### src/tlfq_pkg.sv
// Shared constants, codes and controller/datapath link types for the
// two-level feedback queue scheduler. No dependencies.
package tlfq_pkg;

    localparam int MAX_TASKS   = 64;
    localparam int QUEUE_DEPTH = 64;

    localparam int TASK_W    = 6;
    localparam int ACT_W     = 3;
    localparam int KIND_W    = 3;
    localparam int SLICE_W   = 40;
    localparam int CFG_IDX_W = 1;

    localparam int TASK_IX_W = $clog2(MAX_TASKS);
    localparam int QPTR_W    = $clog2(QUEUE_DEPTH);
    localparam int QCNT_W    = $clog2(QUEUE_DEPTH + 1);

    // action codes
    localparam logic [ACT_W-1:0] ACT_ENABLE   = 3'd0;
    localparam logic [ACT_W-1:0] ACT_ENQUEUE  = 3'd1;
    localparam logic [ACT_W-1:0] ACT_DISPATCH = 3'd2;
    localparam logic [ACT_W-1:0] ACT_RUNNING  = 3'd3;
    localparam logic [ACT_W-1:0] ACT_STOPPING = 3'd4;
    localparam logic [ACT_W-1:0] ACT_WAKE     = 3'd5;

    // result kinds
    localparam logic [KIND_W-1:0] KIND_DONE    = 3'd0;
    localparam logic [KIND_W-1:0] KIND_POP_TOP = 3'd1;
    localparam logic [KIND_W-1:0] KIND_POP_BOT = 3'd2;
    localparam logic [KIND_W-1:0] KIND_DIRECT  = 3'd3;
    localparam logic [KIND_W-1:0] KIND_EMPTY   = 3'd4;
    localparam logic [KIND_W-1:0] KIND_FULL    = 3'd5;

    // configuration register indexes
    localparam logic [CFG_IDX_W-1:0] CFG_TOP_SLICE = 1'd0;
    localparam logic [CFG_IDX_W-1:0] CFG_BOT_SLICE = 1'd1;

    localparam logic [SLICE_W-1:0] TOP_SLICE_RST = 40'd50000000;
    localparam logic [SLICE_W-1:0] BOT_SLICE_RST = 40'd200000000;

    typedef struct packed {
        logic capture;  // latch the incoming beat
        logic exec;     // evaluate the latched event
        logic finish;   // emit the result of a queue pop
    } t_cmd;

    typedef struct packed {
        logic need_pop; // latched event pops a queue entry
    } t_status;

endpackage

### src/two_level_feedback_queue_scheduler_top.sv
// Top level of the two-level feedback queue scheduler.
// Depends on tlfq_pkg, tlfq_ctrl and tlfq_dp.
//
//   channel   | handshake        | payload
//   ----------+------------------+-------------------------------------------
//   event in  | start && !busy   | i_action, i_task_id, i_cpu_idle
//   result    | o_valid (1 cyc)  | o_result_kind, o_out_task, o_out_slice_ns,
//             |                  | o_out_level
//   config    | i_cfg_we         | i_cfg_idx, i_cfg_data
//
// An event beat is evaluated in the cycle after it is taken; its result shows
// on o_valid the cycle after that. A dispatch that pops a queue first passes
// through the ST_POP state for the registered queue memory read.
// busy drops while the result strobes, so the next beat can be taken then.
// Reset is synchronous, active low; it clears all task flags and queue counts.
// The receiver cannot stall: each result beat lasts exactly one cycle.
module two_level_feedback_queue_scheduler_top (
    input  logic                              i_clk,
    input  logic                              i_rst_n,
    input  logic                              start,
    output logic                              busy,
    input  logic [tlfq_pkg::ACT_W-1:0]        i_action,
    input  logic [tlfq_pkg::TASK_W-1:0]       i_task_id,
    input  logic                              i_cpu_idle,
    input  logic                              i_cfg_we,
    input  logic [tlfq_pkg::CFG_IDX_W-1:0]    i_cfg_idx,
    input  logic [tlfq_pkg::SLICE_W-1:0]      i_cfg_data,
    output logic                              o_valid,
    output logic [tlfq_pkg::KIND_W-1:0]       o_result_kind,
    output logic [tlfq_pkg::TASK_W-1:0]       o_out_task,
    output logic [tlfq_pkg::SLICE_W-1:0]      o_out_slice_ns,
    output logic                              o_out_level
);

    tlfq_pkg::t_cmd    cmd;
    tlfq_pkg::t_status status;

    tlfq_ctrl u_ctrl (
        .i_clk    (i_clk),
        .i_rst_n  (i_rst_n),
        .start    (start),
        .busy     (busy),
        .i_status (status),
        .o_cmd    (cmd)
    );

    tlfq_dp u_dp (
        .i_clk          (i_clk),
        .i_rst_n        (i_rst_n),
        .i_cmd          (cmd),
        .o_status       (status),
        .i_action       (i_action),
        .i_task_id      (i_task_id),
        .i_cpu_idle     (i_cpu_idle),
        .i_cfg_we       (i_cfg_we),
        .i_cfg_idx      (i_cfg_idx),
        .i_cfg_data     (i_cfg_data),
        .o_valid        (o_valid),
        .o_result_kind  (o_result_kind),
        .o_out_task     (o_out_task),
        .o_out_slice_ns (o_out_slice_ns),
        .o_out_level    (o_out_level)
    );

endmodule

### src/tlfq_fifo.sv
// Task id FIFO: circular buffer memory with head/tail/count.
// Depends on tlfq_pkg. Read data is registered in r_rdata when i_pop is high.
module tlfq_fifo (
    input  logic                          i_clk,
    input  logic                          i_rst_n,
    input  logic                          i_push,
    input  logic [tlfq_pkg::TASK_W-1:0]   i_wdata,
    input  logic                          i_pop,
    output logic [tlfq_pkg::TASK_W-1:0]   o_rdata,
    output logic                          o_empty,
    output logic                          o_full
);

    logic [tlfq_pkg::TASK_W-1:0] r_mem [tlfq_pkg::QUEUE_DEPTH];
    logic [tlfq_pkg::TASK_W-1:0] r_rdata;
    logic [tlfq_pkg::QPTR_W-1:0] r_head, n_head;
    logic [tlfq_pkg::QPTR_W-1:0] r_tail, n_tail;
    logic [tlfq_pkg::QCNT_W-1:0] r_count, n_count;

    localparam logic [tlfq_pkg::QPTR_W-1:0] LAST_PTR =
        tlfq_pkg::QPTR_W'(tlfq_pkg::QUEUE_DEPTH - 1);
    localparam logic [tlfq_pkg::QCNT_W-1:0] FULL_CNT =
        tlfq_pkg::QCNT_W'(tlfq_pkg::QUEUE_DEPTH);

    assign o_empty = (r_count == '0);
    assign o_full  = (r_count == FULL_CNT);
    assign o_rdata = r_rdata;

    always_comb begin
        n_head  = r_head;
        n_tail  = r_tail;
        n_count = r_count;
        if (i_push) begin
            n_tail  = (r_tail == LAST_PTR) ? '0 : r_tail + 1'b1;
        end
        if (i_pop) begin
            n_head  = (r_head == LAST_PTR) ? '0 : r_head + 1'b1;
        end
        if (i_push && !i_pop) begin
            n_count = r_count + 1'b1;
        end else if (i_pop && !i_push) begin
            n_count = r_count - 1'b1;
        end
    end

    always_ff @(posedge i_clk) begin
        if (!i_rst_n) begin
            r_head  <= '0;
            r_tail  <= '0;
            r_count <= '0;
        end else begin
            r_head  <= n_head;
            r_tail  <= n_tail;
            r_count <= n_count;
        end
    end

    always_ff @(posedge i_clk) begin
        if (i_push) begin
            r_mem[r_tail] <= i_wdata;
        end
        if (i_pop) begin
            r_rdata <= r_mem[r_head];
        end
    end

    a_count_bound: assert property (@(posedge i_clk) disable iff (!i_rst_n)
        r_count <= FULL_CNT)
        else $error("fifo count beyond depth");

    a_no_overflow: assert property (@(posedge i_clk) disable iff (!i_rst_n)
        !(i_push && o_full) && !(i_pop && o_empty))
        else $error("fifo push on full or pop on empty");

    a_pop_count: assert property (@(posedge i_clk) disable iff (!i_rst_n)
        (i_pop && !i_push) |=> (r_count == $past(r_count) - 1'b1))
        else $error("fifo count did not drop after pop");

endmodule

### src/tlfq_ctrl.sv
// Controller FSM: sequences accept, evaluate and pop-completion steps.
// Depends on tlfq_pkg for the command and status types.
module tlfq_ctrl (
    input  logic              i_clk,
    input  logic              i_rst_n,
    input  logic              start,
    output logic              busy,
    input  tlfq_pkg::t_status i_status,
    output tlfq_pkg::t_cmd    o_cmd
);

    localparam logic [1:0] ST_IDLE = 2'd0;
    localparam logic [1:0] ST_EXEC = 2'd1;
    localparam logic [1:0] ST_POP  = 2'd2;

    logic [1:0] r_state, n_state;

    always_comb begin
        n_state = r_state;
        case (r_state)
            ST_IDLE: begin
                if (start) n_state = ST_EXEC;
            end
            ST_EXEC: begin
                n_state = i_status.need_pop ? ST_POP : ST_IDLE;
            end
            ST_POP: begin
                n_state = ST_IDLE;
            end
            default: begin
                n_state = ST_IDLE;
            end
        endcase
    end

    always_ff @(posedge i_clk) begin
        if (!i_rst_n) begin
            r_state <= ST_IDLE;
        end else begin
            r_state <= n_state;
        end
    end

    assign busy           = (r_state != ST_IDLE);
    assign o_cmd.capture  = (r_state == ST_IDLE) && start;
    assign o_cmd.exec     = (r_state == ST_EXEC);
    assign o_cmd.finish   = (r_state == ST_POP);

endmodule

### src/tlfq_dp.sv
// Datapath: slice registers, per-task level/ran flags, both FIFOs, result register.
// Depends on tlfq_pkg and tlfq_fifo.
module tlfq_dp (
    input  logic                              i_clk,
    input  logic                              i_rst_n,
    input  tlfq_pkg::t_cmd                    i_cmd,
    output tlfq_pkg::t_status                 o_status,
    input  logic [tlfq_pkg::ACT_W-1:0]        i_action,
    input  logic [tlfq_pkg::TASK_W-1:0]       i_task_id,
    input  logic                              i_cpu_idle,
    input  logic                              i_cfg_we,
    input  logic [tlfq_pkg::CFG_IDX_W-1:0]    i_cfg_idx,
    input  logic [tlfq_pkg::SLICE_W-1:0]      i_cfg_data,
    output logic                              o_valid,
    output logic [tlfq_pkg::KIND_W-1:0]       o_result_kind,
    output logic [tlfq_pkg::TASK_W-1:0]       o_out_task,
    output logic [tlfq_pkg::SLICE_W-1:0]      o_out_slice_ns,
    output logic                              o_out_level
);

    logic [tlfq_pkg::SLICE_W-1:0]   r_top_slice, r_bot_slice;
    logic [tlfq_pkg::MAX_TASKS-1:0] r_level, r_ran;

    // latched beat
    logic [tlfq_pkg::ACT_W-1:0]     r_action;
    logic [tlfq_pkg::TASK_W-1:0]    r_tid;
    logic [tlfq_pkg::TASK_IX_W-1:0] r_ix;
    logic                           r_idle;
    logic                           r_pop_lvl;

    // result register
    logic                           r_valid;
    logic [tlfq_pkg::KIND_W-1:0]    r_kind;
    logic [tlfq_pkg::TASK_W-1:0]    r_task;
    logic [tlfq_pkg::SLICE_W-1:0]   r_slice;
    logic                           r_lvl_out;

    logic                           cur_lvl, cur_ran;
    logic                           tbl_we, n_lvl_bit, n_ran_bit;
    logic                           push_top, push_bot, pop_top, pop_bot;
    logic                           top_empty, top_full, bot_empty, bot_full;
    logic [tlfq_pkg::TASK_W-1:0]    top_rdata, bot_rdata;
    logic [tlfq_pkg::KIND_W-1:0]    res_kind;
    logic [tlfq_pkg::TASK_W-1:0]    res_task;
    logic [tlfq_pkg::SLICE_W-1:0]   res_slice;
    logic                           res_lvl;

    tlfq_fifo u_top_q (
        .i_clk   (i_clk),
        .i_rst_n (i_rst_n),
        .i_push  (push_top),
        .i_wdata (r_tid),
        .i_pop   (pop_top),
        .o_rdata (top_rdata),
        .o_empty (top_empty),
        .o_full  (top_full)
    );

    tlfq_fifo u_bot_q (
        .i_clk   (i_clk),
        .i_rst_n (i_rst_n),
        .i_push  (push_bot),
        .i_wdata (r_tid),
        .i_pop   (pop_bot),
        .o_rdata (bot_rdata),
        .o_empty (bot_empty),
        .o_full  (bot_full)
    );

    always_ff @(posedge i_clk) begin
        if (!i_rst_n) begin
            r_top_slice <= tlfq_pkg::TOP_SLICE_RST;
            r_bot_slice <= tlfq_pkg::BOT_SLICE_RST;
        end else if (i_cfg_we) begin
            case (i_cfg_idx)
                tlfq_pkg::CFG_TOP_SLICE: r_top_slice <= i_cfg_data;
                tlfq_pkg::CFG_BOT_SLICE: r_bot_slice <= i_cfg_data;
                default: begin
                end
            endcase
        end
    end

    always_ff @(posedge i_clk) begin
        if (i_cmd.capture) begin
            r_action <= i_action;
            r_tid    <= i_task_id;
            r_ix     <= tlfq_pkg::TASK_IX_W'(32'(i_task_id) % tlfq_pkg::MAX_TASKS);
            r_idle   <= i_cpu_idle;
        end
        if (i_cmd.exec) begin
            r_pop_lvl <= top_empty;
        end
    end

    assign cur_lvl = r_level[r_ix];
    assign cur_ran = r_ran[r_ix];

    assign o_status.need_pop = (r_action == tlfq_pkg::ACT_DISPATCH) &&
                               !(top_empty && bot_empty);

    always_comb begin
        tbl_we    = 1'b0;
        n_lvl_bit = cur_lvl;
        n_ran_bit = cur_ran;
        push_top  = 1'b0;
        push_bot  = 1'b0;
        pop_top   = 1'b0;
        pop_bot   = 1'b0;
        res_kind  = tlfq_pkg::KIND_DONE;
        res_task  = r_tid;
        res_slice = '0;
        res_lvl   = cur_lvl;
        case (r_action)
            tlfq_pkg::ACT_ENABLE: begin
                tbl_we    = i_cmd.exec;
                n_lvl_bit = 1'b0;
                n_ran_bit = 1'b0;
                res_lvl   = 1'b0;
            end
            tlfq_pkg::ACT_ENQUEUE: begin
                if (cur_lvl ? bot_full : top_full) begin
                    res_kind = tlfq_pkg::KIND_FULL;
                end else begin
                    push_top = i_cmd.exec && !cur_lvl;
                    push_bot = i_cmd.exec && cur_lvl;
                end
            end
            tlfq_pkg::ACT_DISPATCH: begin
                pop_top  = i_cmd.exec && !top_empty;
                pop_bot  = i_cmd.exec && top_empty && !bot_empty;
                // both queues empty; otherwise the result comes after the read
                res_kind = tlfq_pkg::KIND_EMPTY;
                res_task = '0;
                res_lvl  = 1'b0;
            end
            tlfq_pkg::ACT_RUNNING: begin
                tbl_we = i_cmd.exec && !cur_lvl;
                n_ran_bit = 1'b1;
            end
            tlfq_pkg::ACT_STOPPING: begin
                // demote a top task to the bottom level once it has run
                tbl_we    = i_cmd.exec && !cur_lvl && cur_ran;
                n_lvl_bit = 1'b1;
                res_lvl   = cur_lvl | cur_ran;
            end
            tlfq_pkg::ACT_WAKE: begin
                if (r_idle) begin
                    res_kind  = tlfq_pkg::KIND_DIRECT;
                    res_slice = cur_lvl ? r_bot_slice : r_top_slice;
                end
            end
            default: begin
                res_task = '0;
                res_lvl  = 1'b0;
            end
        endcase
    end

    always_ff @(posedge i_clk) begin
        if (!i_rst_n) begin
            r_level <= '0;
            r_ran   <= '0;
        end else if (tbl_we) begin
            r_level[r_ix] <= n_lvl_bit;
            r_ran[r_ix]   <= n_ran_bit;
        end
    end

    always_ff @(posedge i_clk) begin
        if (!i_rst_n) begin
            r_valid <= 1'b0;
        end else begin
            r_valid <= (i_cmd.exec && !o_status.need_pop) || i_cmd.finish;
        end
    end

    always_ff @(posedge i_clk) begin
        if (i_cmd.finish) begin
            r_kind    <= r_pop_lvl ? tlfq_pkg::KIND_POP_BOT : tlfq_pkg::KIND_POP_TOP;
            r_task    <= r_pop_lvl ? bot_rdata : top_rdata;
            r_slice   <= r_pop_lvl ? r_bot_slice : r_top_slice;
            r_lvl_out <= r_pop_lvl;
        end else if (i_cmd.exec) begin
            r_kind    <= res_kind;
            r_task    <= res_task;
            r_slice   <= res_slice;
            r_lvl_out <= res_lvl;
        end
    end

    assign o_valid        = r_valid;
    assign o_result_kind  = r_kind;
    assign o_out_task     = r_task;
    assign o_out_slice_ns = r_slice;
    assign o_out_level    = r_lvl_out;

endmodule
### config.mk
export PLATFORM = sky130hd
export DESIGN_NAME = two_level_feedback_queue_scheduler_top
export DESIGN_NICKNAME = d
export VERILOG_FILES = /design/src/tlfq_pkg.sv /design/src/two_level_feedback_queue_scheduler_top.sv /design/src/tlfq_fifo.sv /design/src/tlfq_ctrl.sv /design/src/tlfq_dp.sv
export SDC_FILE = /design/constraint.sdc
export NUM_CORES = 2
export LEC_CHECK = 0
export ABC_AREA = 1
export BUFFER_PORTS_ARGS = -buffer_cell sky130_fd_sc_hd__buf_2
export CAP_MARGIN = 10
export CORE_MARGIN = 4
export CORE_UTILIZATION = 25
export CTS_CLUSTER_DIAMETER = 40
export DETAILED_ROUTE_END_ITERATION = 12
export SYNTH_ARGS = -nofsm -noshare
export SYNTH_HDL_FRONTEND = slang
export SYNTH_SLANG_ARGS = --single-unit
### constraint.sdc
create_clock -name i_clk -period 15.59 [get_ports i_clk]
set_input_delay 1.559 -clock i_clk [delete_from_list [all_inputs] [get_ports i_clk]]
set_output_delay 1.559 -clock i_clk [all_outputs]
set_load 0.01 [all_outputs]
**After elaboration in Yosys (flattened, before gate mapping)**

Memory sizes are Yosys's and may differ from the RTL's. A register that Yosys moved wholly into a read port is not among the register bits.
Index checks and enable logic that the tools add are counted.
Widths: inputs -> output; s select.

- $add $sub $neg: 8
- Multipliers: 0
- Div/mod/pow operators: 0
- Order comparisons: 2
- Equality and inequality tests: 14
- Shift operators: 0
- Multiplexer cells: 52
- Bitwise gates (word level): 2
- Reductions and logical operators: 37

Operator list:

| operator | count |
|---|---|
| $mux 40 | 6 |
| $bwmux 64 | 2 |
| $mux 6 | 8 |
| $mux 7 | 4 |
| $add 6x1->6 const B | 4 |
| $eq 6x6->1 const B | 4 |
| $mux 1 | 16 |
| $logic_and 1x1->1 | 15 |
| $add 7x1->7 const B | 2 |
| $eq 7x7->1 const B | 2 |
| $logic_not 7->1 | 2 |
| $sub 7x1->7 const B | 2 |
| $bmux 1 s6 | 2 |
| $logic_not 1->1 | 9 |
| $mux 3 | 3 |
| $pmux 3 s3 | 1 |
| $mux 2 | 4 |
| $reduce_bool 2->1 | 4 |
| $lt 6x7->1 const B | 1 |
| $demux 1 s6 | 1 |
| $eq 3x2->1 const B | 2 |
| $eq 3x3->1 const B | 2 |
| $ge 6x1->1 const B | 1 |
| $pmux 1 s2 | 3 |
| 14 further kinds | 15 |

- Bits in registers: 310
- Bits in latches: 0
- RAM bits: 768
- ROM bits: 0
- Input bits: 55
- Logic and storage cells: 137
- Memories kept: 2

Memories:

| memory | depth | bits a word | rd ports | clocked after Yosys merged registers in | wr ports | RTL line | RTL |
|---|---|---|---|---|---|---|---|
| u_dp.u_bot_q.r_mem | 64 | 6 | 1 | 1 | 1 | tlfq_fifo.sv:14 | `logic [tlfq_pkg::TASK_W-1:0] r_mem [tlfq_pkg::QUEUE_DEPTH];` |
| u_dp.u_top_q.r_mem | 64 | 6 | 1 | 1 | 1 | tlfq_fifo.sv:14 |  |

**Logic depth before layout (Yosys ltp)**

- Depth after elaboration: 10
- Gate-level depth with buffers: 32
- Depth with buffers taken out: 29

**By module**

From an unflattened synthesis, not the netlist that was laid out.

- Cells, all modules: 5,548
- Area, all modules: 49,867.8 µm²

Modules (own cells, without submodules):

| module | times used | cells an instance | area an instance (µm²) | seq. area each (µm²) |
|---|---|---|---|---|
| tlfq_fifo (u_dp.u_bot_q) | 1 | 1,754 | 17,834.6 | 12,091.6 |
| tlfq_fifo (u_dp.u_top_q) | 1 | 1,749 | 17,813.3 | 12,091.6 |
| tlfq_dp | 1 | 2,031 | 14,121.0 | 6,015.8 |
| tlfq_ctrl | 1 | 14 | 98.8 | 40.0 |

**Worst setup path before layout**

No wires, ideal clock.

- Path kind: register to register
- From: reg, netlist name u_dp.r_tid[0]
- To: reg u_dp.u_bot_q.r_count[5] (netlist name)
- Setup time: 0.117 ns
- Arrival: 5.089 ns
- Path slack: 10.384 ns
- Cell stages (with the launch flop): 33
- Buffers on the path: 4
- Cells stage by stage: edfxtp_1 buf_4 inv_2 buf_6 buf_6 nand2_1 nand2_1 nand2_1 nand2_1 nand2_1 nand2_1 nand2_1 nand2_1 nor2_2 nand2_2 buf_4 o21ai_1 inv_2 nand2_4 inv_4 ha_1 inv_1 ha_1 nand2_1 nor2_1 a211oi_1 nor2_1 o21ai_0 nand2_1 nand2_1 nand2_1 o221ai_1 inv_1

RTL lines:

| item | RTL line | RTL |
|---|---|---|
| end signal: assignment | tlfq_fifo.sv:54 | `r_count <= n_count;` |
| end: declaration | tlfq_fifo.sv:18 | `logic [tlfq_pkg::QCNT_W-1:0] r_count, n_count;` |

==> impl_metrics.json <==
{
  "routed-wl-met2_mm": 64.26,
  "fp.dieW_um": 436.8,
  "cts_root_buf": "clkbuf_16",
  "cts_tree": "built",
  "synth-compound-area-share_pct": 13.15,
  "clk_latency_ns": 0.77,
  "powerDensity_nw_per_um2": 121.3,
  "tightestPinTransition_ns": 1.163,
  "syn_to_final_growth_pct": 15.73,
  "wl_met1_mm": 52.64,
  "timing.setup.tns_ns": 0,
  "cp_common_cell": "nand2_1",
  "drcViolationCount": 0,
  "rows": 157,
  "syn_area_per_cell_um2": 10.32,
  "synthMuxAreaShare_pct": 0,
  "grt_pass1_vias": 32800,
  "detail_route.iter0.violations": 2950,
  "finalClockSkew_ns": 0.03173,
  "coreArea_um2": 182900,
  "ys_ff_latch": 1090,
  "start_kind": "register",
  "wl_mm": 130.4,
  "layout_min_cycle_time_ns": 5.076,
  "ios": 107,
  "synthCells": 4455,
  "post_cts_resize_count": 0,
  "gp_congestion": 0.8477,
  "grt_usage_pct": 13.17,
  "synth_xor_area_share_pct": 0.1525,
  "die_area_um2": 190800,
  "final_cell_mix": "841 x edfxtp_1, 756 x nor2_1, 618 x nand2_1",
  "grt_overflow": 0,
  "antenna_found_initial": 1,
  "crit_path_end_kind": "register",
  "critical_path_required_ns": 16.24,
  "met3_wirelength_mm": 7.625,
  "io_buffers": 106,
  "grt_first_pass_wirelength_mm": 197.5,
  "whs_path_depth": 2,
  "worstPathMaxFanout": 139,
  "postCtsSetupBuffers": 0,
  "cp_slowest_cell": "buf_12",
  "clkSinkCount": 1090,
  "layout.nets": 4540,
  "grt_max_degree": 140,
  "start_util_pct": 25.13,
  "path_clk_slew_ns": 0.06,
  "worstSetupPathType": "register to register",
  "grt_setup_unrepaired": "false",
  "cp_data_arrival_time_ns": 5.72,
  "totalPowerFinal_mw": 6.451,
  "cts_made_buffers": 133,
  "synth-adder-area-share_pct": 0.6044,
  "maxCapViolations": 0,
  "hold_class": "register to register",
  "h-tree-depth": 4,
  "fin_crit_sh_pct": 32.56,
  "rrSetupSlack_ns": 10.51,
  "maxSlewViolCount": 0,
  "syn_area_um2": 45960,
  "viasPerCell": 4.805,
  "layout-drive-gt1-share_pct": 8.993,
  "vias": 33800,
  "ys_seq_area_share_pct": 65.80,
  "wl_per_cell_um": 18.54,
  "vdd_ir_drop_max_v": 0.00007964,
  "synth_top_family_by_area": "simple AND/OR/NAND/NOR gates",
  "ys_types": 40,
  "ant_nets": 0,
  "status": "finished, final reports clean",
  "slew_headroom_pct": 22.29,
  "setup_viol": 0,
  "placed_area_um2": 48820,
  "ctsLongestPathBuffers": 3,
  "die_h_um": 436.8,
  "fill_cells": 18690,
  "synthSimpleGateAreaFrac_pct": 15.48,
  "top_layer": "met4",
  "final_common_cell": "edfxtp_1",
  "max_stage_delay_ns": 0.47,
  "hold_violations": 0,
  "synth_fp_nets": 4531,
  "yosysWarnings": 0,
  "r2r_cells": 28,
  "cts_hold_buf": 0,
  "final_area_um2": 53190,
  "first_pass_iters": 8,
  "dpl.hpwl_mm": 77.10,
  "leakagePower_nw": 18.17,
  "max_freq_mhz": 197.0
}
==> path summary, 6_finish.rpt <==
kind | start | to
worst max register to register | u_dp.r_tid[0]$_DFFE_PP_ | u_dp.u_top_q.r_count[5]$_SDFFE_PN0P_
worst max-delay path | u_dp.r_tid[0]$_DFFE_PP_ | u_dp.u_top_q.r_count[5]$_SDFFE_PN0P_
worst min-delay path | u_dp.r_ran[14]$_SDFFE_PN0P_ | u_dp.r_ran[14]$_SDFFE_PN0P_
worst min register to register | u_dp.r_ran[14]$_SDFFE_PN0P_ | u_dp.r_ran[14]$_SDFFE_PN0P_
==> power by group <==
group	leakage (nW)	switching (mW)	internal [mW]
combinational	6.42	0.185	0.0444
sequential	9.62	0.0115	3.16
clock	2.13	1.29	1.76
==> synthesized netlist by cell type (all sizes together) <==
master / number / area, um2
o22ai: 119 / 744.5
nor3: 24 / 131.4
nor3b: 1 / 7.510
dfxtp: 249 / 4985
nand4: 99 / 634.4
a31oi: 1 / 6.260
clkbuf: 228 / 855.8
or2: 2 / 12.51
clkinv: 1 / 3.750
inv: 273 / 1027
nand2: 629 / 2386
o221ai: 115 / 1007
nand3: 204 / 1066
buf: 52 / 330.3
a221oi: 1 / 8.760
nor2: 760 / 2863
fa: 2 / 40.04
xnor2: 2 / 17.52
o21ai: 548 / 2743
ha: 19 / 237.7
a21oi: 219 / 1096
and2: 2 / 12.51
o211ai: 53 / 397.9
o31ai: 1 / 7.510
o311ai: 1 / 8.760
a211oi: 3 / 22.52
edfxtp: 841 / 25250
xor2: 6 / 52.55
==> sequential cells by signal, indices dropped and copies added (netlist names), 7 cells and up <==
signal,cells
u_dp.u_bot_q.r_count,7
u_dp.r_ran,64
u_dp.u_bot_q.r_mem,384
u_dp.u_top_q.r_mem,384
u_dp.r_top_slice,40
u_dp.r_level,64
u_dp.u_top_q.r_count,7
u_dp.r_bot_slice,40
u_dp.o_out_slice_ns,40
==> cell type report <==
class / count / area (um2) / share of cell area (%)
antenna: 1 / 2.502 / 0.004705
clock buffer: 155 / 3451 / 6.488
sequential: 1090 / 30250 / 56.87
tap: 2464 / 3083 / 5.796
clock inverter: 86 / 918.4 / 1.727
multi-input combinational: 2811 / 13540 / 25.46
timing repair buffer: 154 / 905.9 / 1.703
inverter: 274 / 1039 / 1.953
==> routing by layer <==
| metal | GRT usage (%) | vias to the layer above |
|---|---|---|
| met2 | 22.77 | 1224 |
| met1 | 16.07 | 16510 |
| met4 | 6.616 | 0 |
| met5 | 0 | - |
| met3 | 1.784 | 271 |
| li1 | - | 15800 |
==> cell families after synthesis <==
logic type | count (synthesis)
flip-flops | 1090
AND/OR/NAND/NOR | 1721
AO/OA/AOI/OAI | 1061
adder cells (fa/ha/maj) | 21
XOR/XNOR | 8
buffers and inverters | 554
==> worst max-delay path: cells and delay by family (launching register included) <==
family / cells / cell delay [ns]
compound gates: 4 / 0.80
fa+ha+maj: 2 / 0.60
buf+inv: 7 / 1.93
flops: 1 / 0.33
simple gates: 15 / 1.20
==> metrics by stage <==
stage / instances / hold WS [ns] / setup WS [ns] / utilization [%]
after global placement: 6793 / 0.4472 / 10.46 / 26.69
after detailed placement: 6793 / 0.4521 / 10.42 / 26.69
final: 7035 / 0.4601 / 10.51 / 29.08
after CTS: 7034 / 0.4610 / 10.43 / 29.08
after floorplan: 4455 / 0.4355 / 10.38 / -
after global routing: 7035 / 0.4713 / 9.951 / 29.08
Note: power is estimated with default switching activity, not from simulation.
